$ cat src/rtl/core/icmp_ram.sv
`timescale 1ns / 1ps

module icmp_ram #(
   parameter int WIDTH = 64,
   parameter int DEPTH = 64,
   localparam int AW = $clog2(DEPTH)
) (
   input  logic             clock,
   input  logic             wr_en,
   input  logic [AW-1:0]    wr_addr,
   input  logic [WIDTH-1:0] wr_data,
   input  logic             rd_en,
   input  logic [AW-1:0]    rd_addr,
   output logic [WIDTH-1:0] rd_data
);

   logic [WIDTH-1:0] mem_ff [DEPTH];
   logic [WIDTH-1:0] rd_data_ff;

   always_ff @(posedge clock) begin
      if (wr_en) begin
         mem_ff[wr_addr] <= wr_data;
      end
      if (rd_en) begin
         rd_data_ff <= mem_ff[rd_addr];
      end
   end

   assign rd_data = rd_data_ff;

endmodule

$ cat config.mk
export PLATFORM = sky130hd
export DESIGN_NAME = icmp_ram
export DESIGN_NICKNAME = d
export VERILOG_FILES = /design/src/rtl/core/icmp_ram.sv
export SDC_FILE = /design/constraint.sdc
export NUM_CORES = 2
export LEC_CHECK = 0
export ABC_AREA = 1
export BUFFER_PORTS_ARGS = -buffer_cell sky130_fd_sc_hd__buf_2
export CAP_MARGIN = 10
export CELL_PAD_IN_SITES_DETAIL_PLACEMENT = 0
export CELL_PAD_IN_SITES_GLOBAL_PLACEMENT = 2
export CORE_ASPECT_RATIO = 0.9
export CORE_MARGIN = 2
export CORE_UTILIZATION = 35
export DETAILED_ROUTE_END_ITERATION = 7
export HOLD_SLACK_MARGIN = 0.05
export MAX_ROUTING_LAYER = met4
export PLACE_DENSITY = 0.7
export SYNTH_ARGS = -nofsm -noshare
export SYNTH_HDL_FRONTEND = slang
export SYNTH_SLANG_ARGS = --single-unit
$ cat constraint.sdc
create_clock -name clock -period 10.5 [get_ports clock]
set_input_delay 2.1 -clock clock [delete_from_list [all_inputs] [get_ports clock]]
set_output_delay 2.1 -clock clock [all_outputs]
set_load 0.1 [all_outputs]
==> out/results.ini <==
[outcome]
status=finished, final reports clean

[setup_path]
worstSetupPathType=in2reg
cp.required_ns=11.10
worst-path-buf-inv=4
r2r_slack_ns=8.68
cp_common_cell=buf_4
cpPeakStageDelay_ns=1.12
cp-end-kind=flip-flop
crit_family=simple AND/OR/NAND/NOR gates
cp-start-kind=input port
cpMaxStageDelayCell=nor2_4
path_max_fanout=25
path_cells=buf_2 > inv_1 > nand3_1 > nor2_4 > buf_4 > buf_4
arrival_ns=5.61

[floorplanning]
coreArea_sq_um=472000
dieWidth_microns=730
initial_utilization=0.352
die-area_sq_um=480000
ioPinCount=143
fp.dieH_microns=657
placementRows=239

[global_route]
antenna_found_initial=56
grt_busiest_layer=met2
grt_use_met2=0.374
grt_max_degree=179
met3_usage=0.0299
grt_overflow=0
gr-usage-all-layers=0.238
grt_pass1_wl_microns=796000
grt_pass1_vias=100000
grt_use_met1=0.335

[place]
pre_cts_ws_ns=4.51
place_area_sq_um=173000
dp.cells=19200
port_buffers=142
place_hpwl_microns=278000
gp_congestion=0.762

[clock_network]
clock_tree.htree_level_count=5
clk-insertion-delay-late_ns=1.02
clk_path_buf_depth=4
ctsHoldBuffers=0
cts_resized=0
clock-sinks=4160
postCtsSetupRepairBufs=0
root_buffer=clkbuf_16
cts_buffers=456
clkTransAtPathRegs_ns=0.06
cts_tree=yes

[synthesis]
synth_cell_type_count=15
avgSynthCellArea_sq_um=12.4
synthTopCellsByCount=nand2_1, edfxtp_1, nand3_1
async_flop_share=0
synth_edf_count=4160
ys_warn_count=0
syn-num-nets=13500
synth.area.top_cells=edfxtp_1, nand3_1, nand2_1, buf_2, buf_4
ys_seq_elements=4160
synthDominantCellAreaShare=0.753
syn_inst=13400
synth_area_sq_um=166000
synth_top_area_cell=edfxtp_1
synth_most_common_cell=nand2_1
synthFlopType=edfxtp_1
ys_seq_area_frac=0.753

[sta]
hold_violations=0
min_period_ns=5.01
slew_viol_final=0
finalSetupViolCount=0
final.period_utilization=0.477
fmax_mhz=200
rsz0062_at_grt=no
skew_ns=0.0640
worst_slew_pin_slew_ns=1.22
layout_setup_ws_ns=5.49
relSlewSlack=0.186
finalSetupTns_ns=0

[power]
p_seq_frac=0.514
powerDensity_nw_per_um2=193
p_sw_frac=0.235
p_int_uw=27600
ir_drop_mv=0.158
p_total_uw=36000
p_sw_uw=8470
pwr-share-comb=0.060
p_leak_uw=0.0646
clockPowerShare=0.426

[detailed_routing]
viasPerCell=5.35
remaining_drc_errors=0
drtAntennaViolNets=0
via_count=107000
drt_iter0_markers=11800
finalWirelength_microns=569000
drtPass1Iterations=5
wl_per_cell_microns=28.4

[finish]
stdcell_count=20000
nets=13500
fill_cells=44300
drive_above_1_share=0.0778
area_growth_pct=12.7
design_area_sq_um=187000

[flow_run]
drv_cap=0

[worst_hold_path]
min-delay-path-class=reg2reg

-- layer usage --
layer	wire length, microns	up-vias	part of all wire
met2	267000	3439	0.47
met5	0	-	0
met3	34800	699	0.061
met4	12100	0	0.021
met1	256000	55100	0.45
li1	-	48000	-
-- power groups by stage --
stage / logic [uW] / clock network (uW) / registers (uW)
floorplan: 1140 / 0 / 19000
global placement: 2170 / 0 / 18900
detailed placement: 2170 / 0 / 18900
CTS: 2180 / 15600 / 18500
global route: 2350 / 16200 / 18500
finish: 2170 / 15400 / 18500
-- layout make-up --
cell class	count	area [sq um]	share of cell area
Clock inverter	249	2160	0.0115
Timing Repair Buffer	423	3330	0.0178
Tap cell	6266	7840	0.0419
Inverter	12	105	0.000562
Antenna cell	27	67.6	0.000361
Sequential cell	4160	125000	0.668
Multi-Input combinational cell	8336	36600	0.196
Clock buffer	570	11900	0.0637
-- registers in the layout, indices dropped and copies added (netlist names) --
signal and flops:
mem_ff 4096, rd_data 64
-- stage by stage --
step                      hold WS, ns  utilization
after floorplan                 0.797            -
after global placement          0.854        0.366
after detailed placement        0.848        0.366
after CTS                       0.855        0.396
after global routing            0.926        0.396
final                           0.855        0.396
-- cell usage in the layout (no fill, tap or decap) --
master and count:
nand2_1 4416, edfxtp_1 4160, nand3_1 3847, clkbuf_16 459, buf_4 247, buf_2 135, clkinv_1 131, clkbuf_1 111
clkinv_2 59, nor2_4 56, buf_12 35, bufinv_16 28, diode_2 27, inv_16 9, nand4_1 9, nor4_2 8
clkinv_16 7, clkinvlp_4 7, inv_1 6, inv_6 5, clkinv_8 5, inv_8 4, buf_8 4, buf_6 1
buf_16 1
-- cell families after synthesis --
logic type    share of synthesized area
simple gates                      0.218
flops                             0.753
buf+inv                          0.0294
-- tightest hold or removal path, cell delays in order, from the launching register on --
cell	delay, ns
edfxtp_1	0.32
nand2_1	0.05
nand3_1	0.06
nand3_1	0.06
nand3_1	0.07
nand3_1	0.07
nand2_1	0.06
nand2_1	0.04
nand2_1	0.05
-- final timing paths --
path	from	to	cells after the start
min	mem_ff[36][16]	rd_data[16]	8
max reg2reg	mem_ff[14][23]	rd_data[23]	8
min reg2reg	mem_ff[36][16]	rd_data[16]	8
max	wr_addr[4]	mem_ff[3][34]	6
Power figures use the tool's default switching activity.
