--- src/rtl/core/icmp_pkg.sv ---
`timescale 1ns / 1ps

package icmp_pkg;

   localparam int MAX_PACKET_BYTES = 512;
   localparam int WORD_BYTES       = 8;
   localparam int STORE_DEPTH      = (MAX_PACKET_BYTES + WORD_BYTES - 1) / WORD_BYTES;
   localparam int ADDR_W           = $clog2(STORE_DEPTH);
   localparam int BYTE_SHIFT       = $clog2(WORD_BYTES);
   localparam int LEN_W            = $clog2(MAX_PACKET_BYTES + 1);
   localparam int CNT_W            = 4;
   localparam int WORD_W           = 64;
   localparam int LIMIT_W          = 10;
   localparam int LANES            = WORD_BYTES / 2;

   localparam logic [7:0]  ICMP_ECHO_REQUEST = 8'd8;
   localparam logic [15:0] OC_ZERO           = 16'hffff;

   localparam logic [2:0] STATUS_REPLY     = 3'd0;
   localparam logic [2:0] STATUS_SHORT     = 3'd1;
   localparam logic [2:0] STATUS_NOT_ECHO  = 3'd2;
   localparam logic [2:0] STATUS_BAD_SUM   = 3'd3;
   localparam logic [2:0] STATUS_NO_ROOM   = 3'd4;
   localparam logic [2:0] STATUS_BAD_LEN   = 3'd5;

   typedef struct packed {
      logic [WORD_W-1:0] packet_word;
      logic [CNT_W-1:0]  byte_count;
      logic              last;
      logic [31:0]       source_address;
   } req_type;

   typedef struct packed {
      logic [WORD_W-1:0] reply_word;
      logic [CNT_W-1:0]  reply_bytes;
      logic              reply_last;
      logic [31:0]       dest_address;
      logic [2:0]        status;
   } rsp_type;

   typedef enum logic [1:0] {
      ST_COLLECT,
      ST_CHECK,
      ST_SEND
   } state_type;

   // Bit i is set when byte i (byte 0 in the top bits) is among the first count bytes.
   function automatic logic [WORD_BYTES-1:0] byte_mask(input logic [CNT_W-1:0] count);
      logic [WORD_BYTES-1:0] mask;
      for (int i = 0; i < WORD_BYTES; i++) begin
         mask[i] = CNT_W'(i) < count;
      end
      return mask;
   endfunction

   // Ones'-complement addition with end-around carry.
   function automatic logic [15:0] eac_add(input logic [15:0] a, input logic [15:0] b);
      logic [16:0] t;
      t = {1'b0, a} + {1'b0, b};
      return t[15:0] + {15'b0, t[16]};
   endfunction

endpackage

--- src/rtl/core/icmp_lane.sv ---
`timescale 1ns / 1ps

module icmp_lane import icmp_pkg::*; (
   input  logic [15:0] half_word,
   input  logic [1:0]  byte_valid,
   output logic [15:0] lane_value
);

   // The upper byte of a lane sits at an even packet offset and carries the high weight.
   always_comb begin
      lane_value[15:8] = byte_valid[1] ? half_word[15:8] : 8'h00;
      lane_value[7:0]  = byte_valid[0] ? half_word[7:0]  : 8'h00;
   end

endmodule

--- config.mk ---
export PLATFORM = sky130hd
export DESIGN_NAME = icmp_lane
export DESIGN_NICKNAME = d
export VERILOG_FILES = /design/src/rtl/core/icmp_pkg.sv /design/src/rtl/core/icmp_lane.sv
export SDC_FILE = /design/constraint.sdc
export NUM_CORES = 1
export LEC_CHECK = 0
export BUFFER_PORTS_ARGS = -buffer_cell sky130_fd_sc_hd__clkbuf_2
export CAP_MARGIN = 15
export CORE_AREA = 2 2 39 41
export DETAILED_ROUTE_END_ITERATION = 8
export DIE_AREA = 0 0 41 43
export SYNTH_ARGS = -nofsm -noshare
export SYNTH_HDL_FRONTEND = slang
export SYNTH_SLANG_ARGS = --single-unit
--- constraint.sdc ---
create_clock -name vclk -period 0.8
set_clock_uncertainty 0.15 [all_clocks]
set_input_delay 0.12 -clock vclk [all_inputs]
set_output_delay 0.12 -clock vclk [all_outputs]
set_load 0.005 [all_outputs]
==> results of run 1 <==
[final cells by class]
type / count / area, um2 / share of cell area
Multi-Input combinational cell: 16 / 105 / 0.353
Tap cell: 16 / 20.0 / 0.0672
Timing Repair Buffer: 34 / 173 / 0.580
[power by group]
part | internal (mW) | switching [mW] | leakage [nW]
logic | 0.0823 | 0.0434 | 0.192
registers | 0 | 0 | 0
clock network | 0 | 0 | 0
[cells by family (layout without fill, tap and decap cells)]
family | Yosys count | count (layout) | synth area share
buffers and inverters | 0 | 34 | 0
AND/OR/NAND/NOR | 16 | 16 | 1.00
[critical path, cell delays in order]
cell and delay, ps:
buf_2 130, and2_1 140, clkbuf_2 110
[per-layer routing]
| metal | vias to the layer above | global-route usage | routed length (um) |
|---|---|---|---|
| met1 | 90 | 0.0506 | 134 |
| li1 | 117 | - | - |
| met5 | - | 0 | 0 |
| met3 | 0 | 0 | 81 |
| met2 | 18 | 0.106 | 264 |
| met4 | 0 | 0 | 0 |
[cells in the final DEF, fill, tap and decap left out]
cell type  instances
buf_4              1
and2_1            14
clkbuf_2          32
and2_4             2
buf_2              1
[stage by stage]
step                      worst slack, ps  std cells  area [um2]   util  power, mW
final                                34.2         66         298  0.215      0.126
after CTS                            20.9         66         290  0.210      0.122
after floorplan                       267         16         100      -     0.0371
after detailed placement             20.9         66         290  0.210      0.122
after global routing                 5.51         66         298  0.215      0.145
after global placement               30.4         66         290  0.210      0.120
[worst min-delay path by stage]
stage | endpoint | cells after the start
after floorplan | lane_value[0] | 1
after global placement | lane_value[4] | 3
after detailed placement | lane_value[4] | 3
after CTS | lane_value[4] | 3
after global routing | lane_value[13] | 3
final | lane_value[4] | 3
==> flow_summary.ini, run 1 <==
[synth]
synth_seq_area_share = 0
avgSynthCellArea_um2 = 6.26
netlist_instances = 16
synth_top_area_cell = and2_1
yosysUniqueCellTypes = 1
synth.most_common_cell = and2_1
ys.warnings.count = 0
ys_top_cells_by_count = and2_1
synth_fp_nets = 34
synth.cell_area_um2 = 100
yosys-top-cells-area = and2_1
synth_top_area_frac = 1.00

[setup_path]
worst_setup_path_end_kind = output port
start_kind = input port
cp.arrival_ps = 500
worstPathRequired_ps = 530
endpoint = lane_value[9]
critical_path_class = input port to output port
critPathMaxFanout = 8
startpoint = byte_valid[1]

[routing]
drtPass1Iterations = 1
drtIter0Drc = 0
num_vias = 225
wl_per_cell_um = 7.27
vias_per_cell = 3.41
drc = 0
ant_nets = 0
wl_um = 480

[power]
p_per_area_nw_per_um2 = 422
power.leakage_nw = 0.192
vdd_drop_max_uv = 98.8

[global_route]
globalRouteOverflowTotal = 0
grt_pass1_wl_um = 676
grt_max_degree = 9
antenna_found_initial = 0
grt_use_total = 0.0500
grt_pass1_vias = 192

[sta]
maxSlewHeadroom = 0.937
drv_slew = 0
timing.hold.ws_ps = 368
period_minus_slack_ps = 766
worst_slew_pin_slew_ps = 93.8
fmax_mhz = 1310
grt_setup_unrepaired = no
setup_viol = 0
tns_ps = 0
min_period_over_period = 0.957
finalHoldViolCount = 0

[die]
die_w_um = 41
die_area_um2 = 1760
start_util = 0.0723
row_count = 14
io_pins = 34
die_h_um = 43
core_um2 = 1380

[worst_hold_path]
min_from = half_word[4]
min_path_type = input port to output port

[cts]
post_cts_resized = 0
cts_setup_buffers = 0
hold_buffers = 0

[cells_and_area]
area_growth_pct = 198
nClkBuffers = 0
diodes = 0
fillers = 153
final_layout_size_suffix_gt1_frac = 0.720
seqCellArea_um2 = 0
sequential_cell_total = 0
fin_nets = 70

[place]
place.gp.congestion = 0.518
port_buffers = 34

[run]
drv_cap = 0

[outcome]
status = complete, no violations
No activity file was read; power rests on OpenSTA's default activity.
==> inputs of run 2 (changes only) <==
--- a/config.mk
+++ b/config.mk
@@ -5,11 +5,11 @@
 export SDC_FILE = /design/constraint.sdc
 export NUM_CORES = 1
 export LEC_CHECK = 0
-export BUFFER_PORTS_ARGS = -buffer_cell sky130_fd_sc_hd__clkbuf_2
 export CAP_MARGIN = 15
 export CORE_AREA = 2 2 39 41
 export DETAILED_ROUTE_END_ITERATION = 8
 export DIE_AREA = 0 0 41 43
+export DONT_BUFFER_PORTS = 1
 export SYNTH_ARGS = -nofsm -noshare
 export SYNTH_HDL_FRONTEND = slang
 export SYNTH_SLANG_ARGS = --single-unit
==> run 2 against run 1 <==
  * Sequential cell count is the same
  * Via count fell by 49%
  * Maximum frequency up 40%
  * Critical path depth decreased by 2
  * Final area shrank 60%
  * Sequential share of layout area did not move
  * Utilization decreased by 13 points
  * Critical path type unchanged
  * Die area is the same
  * Combinational power fell by 68%
  * Routed wire length decreased by 35%
  * Non-clock buffer count decreased by 34
  * Worst setup slack improved by 220 ps
==> flow_summary.ini, run 2 (synthesis gave the netlist of run 1 again) <==
[die]
die_area_um2 = 1760
io_pins = 34
die_h_um = 43
start_util = 0.0723
die_w_um = 41
core_um2 = 1380
row_count = 14

[cts]
hold_buffers = 0
post_cts_resized = 0
cts_setup_buffers = 0

[setup_path]
path_cells = and2_1
path_delay_family = simple AND/OR/NAND/NOR gates
cp.arrival_ps = 280
start_kind = input port
cp.buffers_inverters = 0
worst_setup_path_end_kind = output port
cp_slowest_cell = and2_1
max_stage_delay_ps = 160
critPathMaxFanout = 1
critical_path_class = input port to output port
worstPathRequired_ps = 530

[routing]
drtIter0Drc = 0
drtPass1Iterations = 1
ant_nets = 0
wl_per_cell_um = 9.72
vias_per_cell = 3.59
num_vias = 115
drc = 0
wl_um = 311

[cells_and_area]
seqCellArea_um2 = 0
diodes = 0
fin_nets = 36
multiInputGateArea_um2 = 100
final_layout_size_suffix_gt1_frac = 0
fin_util = 0.0868
layout_commonest_cell = and2_1
nClkBuffers = 0
fillers = 156
area_growth_pct = 20.0
layout_common_cells = and2_1
sequential_cell_total = 0

[sta]
timing.hold.ws_ps = 204
worst_slew_pin_slew_ps = 89.4
drv_slew = 0
period_minus_slack_ps = 546
setup_viol = 0
grt_setup_unrepaired = no
fmax_mhz = 1830
maxSlewHeadroom = 0.941
min_period_over_period = 0.682
finalHoldViolCount = 0
tns_ps = 0
setup_ws_ps = 254

[outcome]
status = complete, no violations

[place]
dp_slack_ps = 253
place.gp.congestion = 0.548
port_buffers = 0

[global_route]
grt_max_degree = 9
grt_use_total = 0.0280
grt_pass1_wl_um = 358
globalRouteOverflowTotal = 0
antenna_found_initial = 0
grt_pass1_vias = 82

[power]
p_per_area_nw_per_um2 = 341
power_uw = 40.9
vdd_drop_max_uv = 52.8
power.leakage_nw = 0.0426

[worst_hold_path]
min_path_type = input port to output port

[run]
drv_cap = 0
## run 2: path summary, 6_finish.rpt
kind | start | end | cells after the start
worst max-delay path | half_word[10] | lane_value[10] | 1
worst min-delay path | byte_valid[0] | lane_value[6] | 1
## run 2: per-layer routing
layer	wire length [um]	GRT usage
met1	81	0.0285
met2	177	0.0563
met3	51	0.00524
met4	0	0
met5	0	0
## run 2: through the flow
step / cells / area [um2]
finish: 32 / 120
global route: 32 / 120
CTS: 32 / 120
detailed placement: 32 / 120
global placement: 32 / 120
floorplan: 16 / 100
## run 2: area by class of cell
class                      instances  area share
multi-input combinational         16       0.833
tap                               16       0.167
## run 2: where the power goes
group / leakage (nW) / total, mW / internal, mW / switching (mW)
Clock: 0 / 0 / 0 / 0
Sequential: 0 / 0 / 0 / 0
Combinational: 0.0426 / 0.0409 / 0.0210 / 0.0199
