## config.mk

```make
export PLATFORM = sky130hd
export DESIGN_NAME = icmp_merge
export DESIGN_NICKNAME = d
export VERILOG_FILES = /design/src/rtl/core/icmp_pkg.sv /design/src/rtl/core/icmp_merge.sv
export SDC_FILE = /design/constraint.sdc
export NUM_CORES = 1
export LEC_CHECK = 0
export ABC_CLOCK_PERIOD_IN_PS = 15700
export BUFFER_PORTS_ARGS = -buffer_cell sky130_fd_sc_hd__clkbuf_2
export CELL_PAD_IN_SITES_DETAIL_PLACEMENT = 0
export CELL_PAD_IN_SITES_GLOBAL_PLACEMENT = 1
export CORE_MARGIN = 4
export CORE_UTILIZATION = 42
export DETAILED_ROUTE_END_ITERATION = 12
export PLACE_DENSITY = 0.92
export SLEW_MARGIN = 20
export SYNTH_ARGS = -nofsm -noshare
export SYNTH_HDL_FRONTEND = slang
export SYNTH_SLANG_ARGS = --single-unit
```

## constraint.sdc

```tcl
create_clock -name vclk -period 15.7
set_clock_uncertainty 0.1 [all_clocks]
set_input_delay 0.785 -clock vclk [all_inputs]
set_output_delay 0.785 -clock vclk [all_outputs]
set_load 0.05 [all_outputs]
```

## src/rtl/core/icmp_pkg.sv

```systemverilog
`timescale 1ns / 1ps

package icmp_pkg;

   localparam int MAX_PACKET_BYTES = 512;
   localparam int WORD_BYTES       = 8;
   localparam int STORE_DEPTH      = (MAX_PACKET_BYTES + WORD_BYTES - 1) / WORD_BYTES;
   localparam int ADDR_W           = $clog2(STORE_DEPTH);
   localparam int BYTE_SHIFT       = $clog2(WORD_BYTES);
   localparam int LEN_W            = $clog2(MAX_PACKET_BYTES + 1);
   localparam int CNT_W            = 4;
   localparam int WORD_W           = 64;
   localparam int LIMIT_W          = 10;
   localparam int LANES            = WORD_BYTES / 2;

   localparam logic [7:0]  ICMP_ECHO_REQUEST = 8'd8;
   localparam logic [15:0] OC_ZERO           = 16'hffff;

   localparam logic [2:0] STATUS_REPLY     = 3'd0;
   localparam logic [2:0] STATUS_SHORT     = 3'd1;
   localparam logic [2:0] STATUS_NOT_ECHO  = 3'd2;
   localparam logic [2:0] STATUS_BAD_SUM   = 3'd3;
   localparam logic [2:0] STATUS_NO_ROOM   = 3'd4;
   localparam logic [2:0] STATUS_BAD_LEN   = 3'd5;

   typedef struct packed {
      logic [WORD_W-1:0] packet_word;
      logic [CNT_W-1:0]  byte_count;
      logic              last;
      logic [31:0]       source_address;
   } req_type;

   typedef struct packed {
      logic [WORD_W-1:0] reply_word;
      logic [CNT_W-1:0]  reply_bytes;
      logic              reply_last;
      logic [31:0]       dest_address;
      logic [2:0]        status;
   } rsp_type;

   typedef enum logic [1:0] {
      ST_COLLECT,
      ST_CHECK,
      ST_SEND
   } state_type;

   // Bit i is set when byte i (byte 0 in the top bits) is among the first count bytes.
   function automatic logic [WORD_BYTES-1:0] byte_mask(input logic [CNT_W-1:0] count);
      logic [WORD_BYTES-1:0] mask;
      for (int i = 0; i < WORD_BYTES; i++) begin
         mask[i] = CNT_W'(i) < count;
      end
      return mask;
   endfunction

   // Ones'-complement addition with end-around carry.
   function automatic logic [15:0] eac_add(input logic [15:0] a, input logic [15:0] b);
      logic [16:0] t;
      t = {1'b0, a} + {1'b0, b};
      return t[15:0] + {15'b0, t[16]};
   endfunction

endpackage

```

## src/rtl/core/icmp_merge.sv

```systemverilog
`timescale 1ns / 1ps

module icmp_merge import icmp_pkg::*; (
   input  logic [LANES-1:0][15:0] lane_value,
   input  logic [15:0]            sum_now,
   output logic [15:0]            sum_next
);

   // The running sum never drops to zero, so the result stays canonical
   // with 0xffff standing for the ones'-complement zero.
   always_comb begin
      logic [15:0] acc;
      acc = sum_now;
      for (int l = 0; l < LANES; l++) begin
         acc = eac_add(acc, lane_value[l]);
      end
      sum_next = acc;
   end

endmodule

```

==> impl_results.md, run 1 <==
- Status: finished clean
- Fmax: 0.0718 GHz
- RSZ-0062 raised after global routing: false
- Layout cells sized above 1: 17.8%
- Inserted Diodes: 0
- Full die area: 11700 um2
- Largest family of logic cells by synthesized area: compound AO/OA/AOI/OAI gates
- Startpoint type of the worst setup path: primary input
- Post-CTS sizing: 0
- Final #Nets: 810
- Crit path max fanout: 7
- Slew @ Worst Pin: 0.580 ns
- Max-slew violation count: 0
- Tightest Hold Check Type: in2out
- Detailed Route Iter0 Violations: 137
- Die Wd: 108 um
- Hold EP: sum_next[15]
- Post-synth top area share: 21.3%
- Most area-consuming cells after synthesis: ha_1, xnor2_1, xor2_1
- Most common cell in the netlist: ha_1
- Gate count of the mapped netlist: about 560
- Area occupied by registers: 0 um2
- Sequential share of the synthesized area: 0%
- Final-layout fill cell count: 1052
- Drt drc: 0
- Post-Syn Area: 4230 um2
- Final Hold Violating Endpoints: 0
- Synth top cells by count: ha_1, xnor2_1, a21oi_1
- Synth Area in Adders: 23.2%
- First-pass GRT wire length: 18300 um
- I/O pins: 96
- DRT antenna net count: 0
- Synth Area in Compound Gates: 29.5%
- Maxcap violations: 0
- Area leader, netlist: ha_1
- Core area: 9770 um2
- Critical path class: in2out
- Netlist cell types: 73
- Largest stage delay, worst path: around 0.53 ns
- Die height: 108 um
- Yosys warns: 0
- Vias per inst: around 5.6
- Vias in the first global route: 4297
- Vias: 4426
- Hold_sp: lane_value[63]
- Type of element capturing the critical path: output pin
- Detailed placement HPWL: 9540 um
- Num rows: 36
- Fin crit period: around 14 ns
- Cell mode on critical path: ha_1
- Largest net degree at the start of global routing: 11
- Initial antenna violation count: 0
- Port Buffer Count: 96
- Syn Area/Cell: 7.50 um2
- Final wirelength: 10700 um
- GRT Overall Usage: 18.0%
- Simple-gate share of the synthesized area: 24.5%
- Slew headroom: between 60 and 70%
- Setup Buffers After CTS: 0
- Syn_nets: about 700
- Final GP Congestion: slightly below 0.9
- DR WL/cell: 13.6 um
- XOR/XNOR Fraction of Synth Area: 19.7%
- Area Overhead vs Synth: 14.6%
- # hold bufs at CTS: 0
- TNS Setup: 0 ns
- Setup violators final: 0
- Sequential cell count: 0
- Slowest cell on crit path: a2111oi_0
- Initial Utilization: between 40% and 50%
- CP Data Arrival Time: 13.03 ns
- Hold path depth: 5
- CLK BUF: 0
- First-pass DRT Iterations: 5
- Grt ovf: 0
- Post-synthesis mux area share: less than 1%
- CP required: ~15 ns
- Final period util: between 80% and 90%
## through the flow
step                      cells  worst slack [ns]  hold WS [ns]  util (%)  instance area [um2]
after floorplan             563              3.28          1.99         -                 4230
after global placement      785              2.09          2.17      49.6                 4840
after detailed placement    785              1.66          2.17      49.6                 4840
after CTS                   785              1.60          2.17      49.6                 4840
after global routing        785             0.365          2.20      49.6                 4840
final                       785              1.78          2.16      49.6                 4840
## metal layers
layer | global-route usage (%) | wire length, um | vias to the layer above
met5 | 0 | 0 | -
met4 | 2.52 | 172 | 0
met3 | 0.597 | 401 | 14
met2 | 36.5 | 5610 | 101
met1 | 21.1 | 4480 | 1983
li1 | - | - | 2328
## worst max path at each step
stage,from,to,slack (ns),depth (start not counted)
5_1_grt,lane_value[0],sum_next[15],0.37,62
6_report,lane_value[0],sum_next[15],1.78,62
4_1_cts,lane_value[0],sum_next[15],1.60,62
3_3_place_gp,lane_value[0],sum_next[15],2.09,61
2_1_floorplan,lane_value[0],sum_next[14],3.28,60
3_5_place_dp,lane_value[0],sum_next[15],1.66,62
## kinds of logic (layout without fill, tap and decap cells)
logic type      after synthesis  after routing
simple gates                183            183
compound gates              179            179
xor+xnor                     95             95
fa+ha+maj                    76             76
buf+inv                      27            116
mux                           3              3
## critical path, delay by kind of cell
kind	cells	cell delay, ns
AO/OA/AOI/OAI	23	4.59
XOR/XNOR	4	0.57
adder cells (fa/ha/maj)	10	2.68
buffers and inverters	3	0.45
AND/OR/NAND/NOR	22	3.90
## layout by cell type (no fill, tap or decap), types with 7 or more instances in the layout
master	Yosys	layout
inv_1	20	20
nor2_1	41	41
nand3_1	18	18
o21ai_0	30	30
xnor2_1	56	56
and3_1	9	9
nor3b_1	7	7
a21oi_1	42	42
a211oi_1	11	11
nand4_1	8	8
ha_1	72	72
nor3_1	14	14
xor2_1	39	39
o21a_1	7	7
clkbuf_2	0	96
nand2_1	27	27
a21o_1	21	21
nand2b_1	10	10
nor2b_1	8	8
## cell type report
| type | count | area, um2 | area share (%) |
|---|---|---|---|
| multi-input cells | 536 | 4120 | 85.1 |
| repair buffers | 96 | 480 | 9.92 |
| well taps | 133 | 166 | 3.44 |
| inverters | 20 | 75.1 | 1.55 |
Power of run 1 is not shown: default switching activity piles up to over one toggle a cycle in this logic, so the estimate is an artifact.
==> inputs of run 2 (changes only) <==
- CAP_MARGIN: unset -> 20
- MAX_ROUTING_LAYER: unset -> met4
==> impl_results.md, run 2 (synthesis gave the netlist of run 1 again) <==
- Status: finished clean (unchanged)
- Detailed Route Iter0 Violations: 117 (was 137)
- Area occupied by registers: 0 um2 (unchanged)
- CP required: 14.82 ns (about the same)
- Startpoint type of the worst setup path: primary input (unchanged)
- Maxcap violations: 0 (unchanged)
- Slew headroom: 56.1% (was 61.1%)
- # hold bufs at CTS: 0 (unchanged)
- DR WL/cell: 14.1 um (was 13.6 um)
- Fmax: 0.0718 GHz (about the same)
- Vias: 4492 (was 4426)
- Hold_sp: lane_value[48] (was lane_value[63])
- Final-layout fill cell count: 1019 (was 1052)
- Largest stage delay, worst path: 0.47 ns (was 0.53 ns)
- Slowest cell on crit path: a2111oi_0 (unchanged)
- Vias per inst: 5.72 (was 5.64)
- Hold EP: sum_next[0] (was sum_next[15])
- Port Buffer Count: 96 (unchanged)
- DRT antenna net count: 0 (unchanged)
- Detailed placement HPWL: 9800 um (was 9540 um)
- Die Wd: 108 um (unchanged)
- Initial antenna violation count: 0 (unchanged)
- Grt ovf: 0 (unchanged)
- Drt drc: 0 (unchanged)
- Sequential cell count: 0 (unchanged)
- Cell mode on critical path: ha_1 (unchanged)
- Final Hold Violating Endpoints: 0 (unchanged)
- Final wirelength: 11100 um (was 10700 um)
- Layout cells sized above 1: 17.8% (unchanged)
- Fin crit period: 13.92 ns (about the same)
- RSZ-0062 raised after global routing: false (unchanged)
- Type of element capturing the critical path: output pin (unchanged)
- Largest net degree at the start of global routing: 11 (unchanged)
- Post-CTS sizing: 0 (unchanged)
- Slew @ Worst Pin: 0.654 ns (was 0.580 ns)
- GRT Overall Usage: 19.0% (was 18.0%)
- Max-slew violation count: 0 (unchanged)
- Final period util: 88.7% (about the same)
- Crit path max fanout: 7 (unchanged)
- Final #Nets: 810 (unchanged)
- Tightest Hold Check Type: in2out (unchanged)
- TNS Setup: 0 ns (unchanged)
- Setup Buffers After CTS: 0 (unchanged)
- Setup violators final: 0 (unchanged)
- Commonest non-fill, non-tap cells in the layout: clkbuf_2, ha_1, xnor2_1 (unchanged)
- Num rows: 36 (unchanged)
- Final core occ: 49.6% (unchanged)
- Final GP Congestion: 0.867 (was 0.871)
- First-pass DRT Iterations: 4 (was 5)
- CLK BUF: 0 (unchanged)
- Initial Utilization: 43.2% (unchanged)
- Die height: 108 um (unchanged)
- Full die area: 11700 um2 (unchanged)
- Hold path depth: 4 (was 5)
- CP Data Arrival Time: 13.04 ns (was 13.03 ns)
- Core area: 9770 um2 (unchanged)
- Vias in the first global route: 4486 (was 4297)
- Commonest non-fill, non-tap cell in the layout: clkbuf_2 (unchanged)
- Area Overhead vs Synth: 14.6% (unchanged)
- Critical path class: in2out (unchanged)
- Inserted Diodes: 0 (unchanged)
- First-pass GRT wire length: 18800 um (was 18300 um)
- I/O pins: 96 (unchanged)
## run 2: cell counts in the layout (fill, tap and decap cells not counted)
No cell type changed its count.
## run 2: worst max path at each step
stage,endpoint,slack [ns],start
floorplan,sum_next[14],3.28,lane_value[0]
finish,sum_next[15],1.78,lane_value[0]
global route,sum_next[15],0.35,lane_value[0]
CTS,sum_next[15],1.62,lane_value[0]
global placement,sum_next[15],2.05,lane_value[0]
detailed placement,sum_next[15],1.67,lane_value[0]
## run 2: cell type report
class	instances	area (um2)	share of cell area [%]
Inverter	20	75.1	1.55
Multi-Input combinational cell	536	4120	85.1
Tap cell	133	166	3.44
Timing Repair Buffer	96	480	9.92
## run 2: layer usage
metal	GRT usage, %	up-vias	wire [um]
met2	38.0	91	5880
met1	20.9	2062	4630
met4	3.43	0	214
li1	-	2321	-
met3	0.418	18	324
met5	-	-	0
## run 2: per-stage QoR
step / setup slack, ns / hold slack, ns / std cells / instance area, um2
floorplan: 3.28 / 1.99 / 563 / 4230
CTS: 1.62 / 2.18 / 785 / 4840
detailed placement: 1.67 / 2.17 / 785 / 4840
finish: 1.78 / 2.17 / 785 / 4840
global placement: 2.05 / 2.17 / 785 / 4840
global route: 0.353 / 2.22 / 785 / 4840
## run 2: worst max-delay path: cells and delay by family
family	cells	cell delay (ns)
xor gates and xnor gates	4	0.59
AOI/OAI and AO/OA	23	4.56
adders and majority gates	10	2.69
buffers and inverters	3	0.45
and+or+nand+nor	22	3.93
Power of run 2 is left out for the same reason.
==> inputs of run 3 (changes only) <==
- CORE_MARGIN: 4 -> 2
==> impl_results.md, run 3 (synthesis gave the netlist of run 1 again) <==
- First-pass DRT Iterations: 4 (unchanged)
- Slowest cell on crit path: a2111oi_0 (unchanged)
- CP required: 14.82 ns (about the same)
- DRT antenna net count: 0 (unchanged)
- Fin crit period: 13.94 ns (was 13.92 ns)
- Status: finished clean (unchanged)
- Tightest Hold Check Type: in2out (unchanged)
- Post-place setup slack: 1.69 ns (was 1.67 ns)
- Grt ovf: 0 (unchanged)
- Commonest non-fill, non-tap cells in the layout: clkbuf_2, ha_1, xnor2_1 (unchanged)
- Initial antenna violation count: 0 (unchanged)
- Core area: 9770 um2 (unchanged)
- Commonest non-fill, non-tap cell in the layout: clkbuf_2 (unchanged)
- Die height: 104 um (was 108 um)
- # hold bufs at CTS: 0 (unchanged)
- Largest net degree at the start of global routing: 11 (unchanged)
- Slew headroom: 59.8% (was 56.1%)
- Layout cells sized above 1: 17.8% (unchanged)
- Slew @ Worst Pin: 0.599 ns (was 0.654 ns)
- Final Hold Violating Endpoints: 0 (unchanged)
- Inserted Diodes: 0 (unchanged)
- Initial Utilization: 43.2% (unchanged)
- CP Data Arrival Time: 13.06 ns (was 13.04 ns)
- Largest stage delay, worst path: 0.51 ns (was 0.47 ns)
- Placed cell areas: 4840 um2 (unchanged)
- Vias: 4394 (was 4492)
- Fmax: 0.0717 GHz (was 0.0718 GHz)
- Final-layout fill cell count: 1015 (was 1019)
- DR WL/cell: 13.4 um (was 14.1 um)
- Final period util: 88.8% (was 88.7%)
- Type of element capturing the critical path: output pin (unchanged)
- TNS Setup: 0 ns (unchanged)
- Drt drc: 0 (unchanged)
- Cell mode on critical path: ha_1 (unchanged)
- Final GP Congestion: 0.851 (was 0.867)
- Sequential cell count: 0 (unchanged)
- Maxcap violations: 0 (unchanged)
- Setup violators final: 0 (unchanged)
- Full die area: 10900 um2 (was 11700 um2)
- Area Overhead vs Synth: 14.6% (unchanged)
- Worst hold margin: 2.14 ns (was 2.17 ns)
- Detailed placement HPWL: 9220 um (was 9800 um)
- Port Buffer Count: 96 (unchanged)
- Final #Nets: 810 (unchanged)
- Final WS setup: 1.76 ns (was 1.78 ns)
- First-pass GRT wire length: 17800 um (was 18800 um)
- CLK BUF: 0 (unchanged)
- Detailed Route Iter0 Violations: 100 (was 117)
- I/O pins: 96 (unchanged)
- Hold path depth: 5 (was 4)
- Vias in the first global route: 4207 (was 4486)
- Die Wd: 104 um (was 108 um)
- Crit path max fanout: 6 (was 7)
- Area occupied by registers: 0 um2 (unchanged)
- Startpoint type of the worst setup path: primary input (unchanged)
- Setup Buffers After CTS: 0 (unchanged)
- GRT Overall Usage: 19.2% (was 19.0%)
- Final std cell area, no fill: 4840 um2 (unchanged)
- Final wirelength: 10500 um (was 11100 um)
- Hold_sp: lane_value[63] (was lane_value[48])
- RSZ-0062 raised after global routing: false (unchanged)
- Max-slew violation count: 0 (unchanged)
- Num rows: 36 (unchanged)
- Critical path class: in2out (unchanged)
- Vias per inst: 5.60 (was 5.72)
- Post-CTS sizing: 0 (unchanged)
- Hold EP: sum_next[15] (was sum_next[0])
[run 3: layer usage]
metal  vias to the layer above  GRT usage, %  share of wire [%]
li1                       2330             -                  -
met1                      1947          21.7                 44
met5                         -             -                  0
met4                         0          3.47                1.7
met3                        12         0.564                3.2
met2                       105          37.4                 52
[run 3: layout make-up]
class	instances	area (um2)	share of cell area, %
multi-input combinational	536	4120	85.1
timing repair buffer	96	480	9.92
tap	133	166	3.44
inverter	20	75.1	1.55
[run 3: worst max path at each step]
stage              endpoint  slack, ns     startpoint
6_report       sum_next[15]       1.76  lane_value[0]
5_1_grt        sum_next[14]       0.45  lane_value[0]
4_1_cts        sum_next[15]       1.67  lane_value[0]
3_5_place_dp   sum_next[15]       1.69  lane_value[0]
3_3_place_gp   sum_next[14]       2.15  lane_value[0]
2_1_floorplan  sum_next[14]       3.28  lane_value[0]
[run 3: worst max-delay path: cells and delay by family]
kind	cells	cell delay, ns
AOI/OAI and AO/OA	22	4.73
and+or+nand+nor	22	3.91
adders and majority gates	10	2.61
xor gates and xnor gates	4	0.54
buffers and inverters	3	0.44
[run 3: stage by stage]
stage	util [%]	std cells
5_1_grt	49.6	785
3_3_place_gp	49.6	785
6_report	49.6	785
2_1_floorplan	-	563
4_1_cts	49.6	785
3_5_place_dp	49.6	785
Power of run 3 is left out for the same reason.
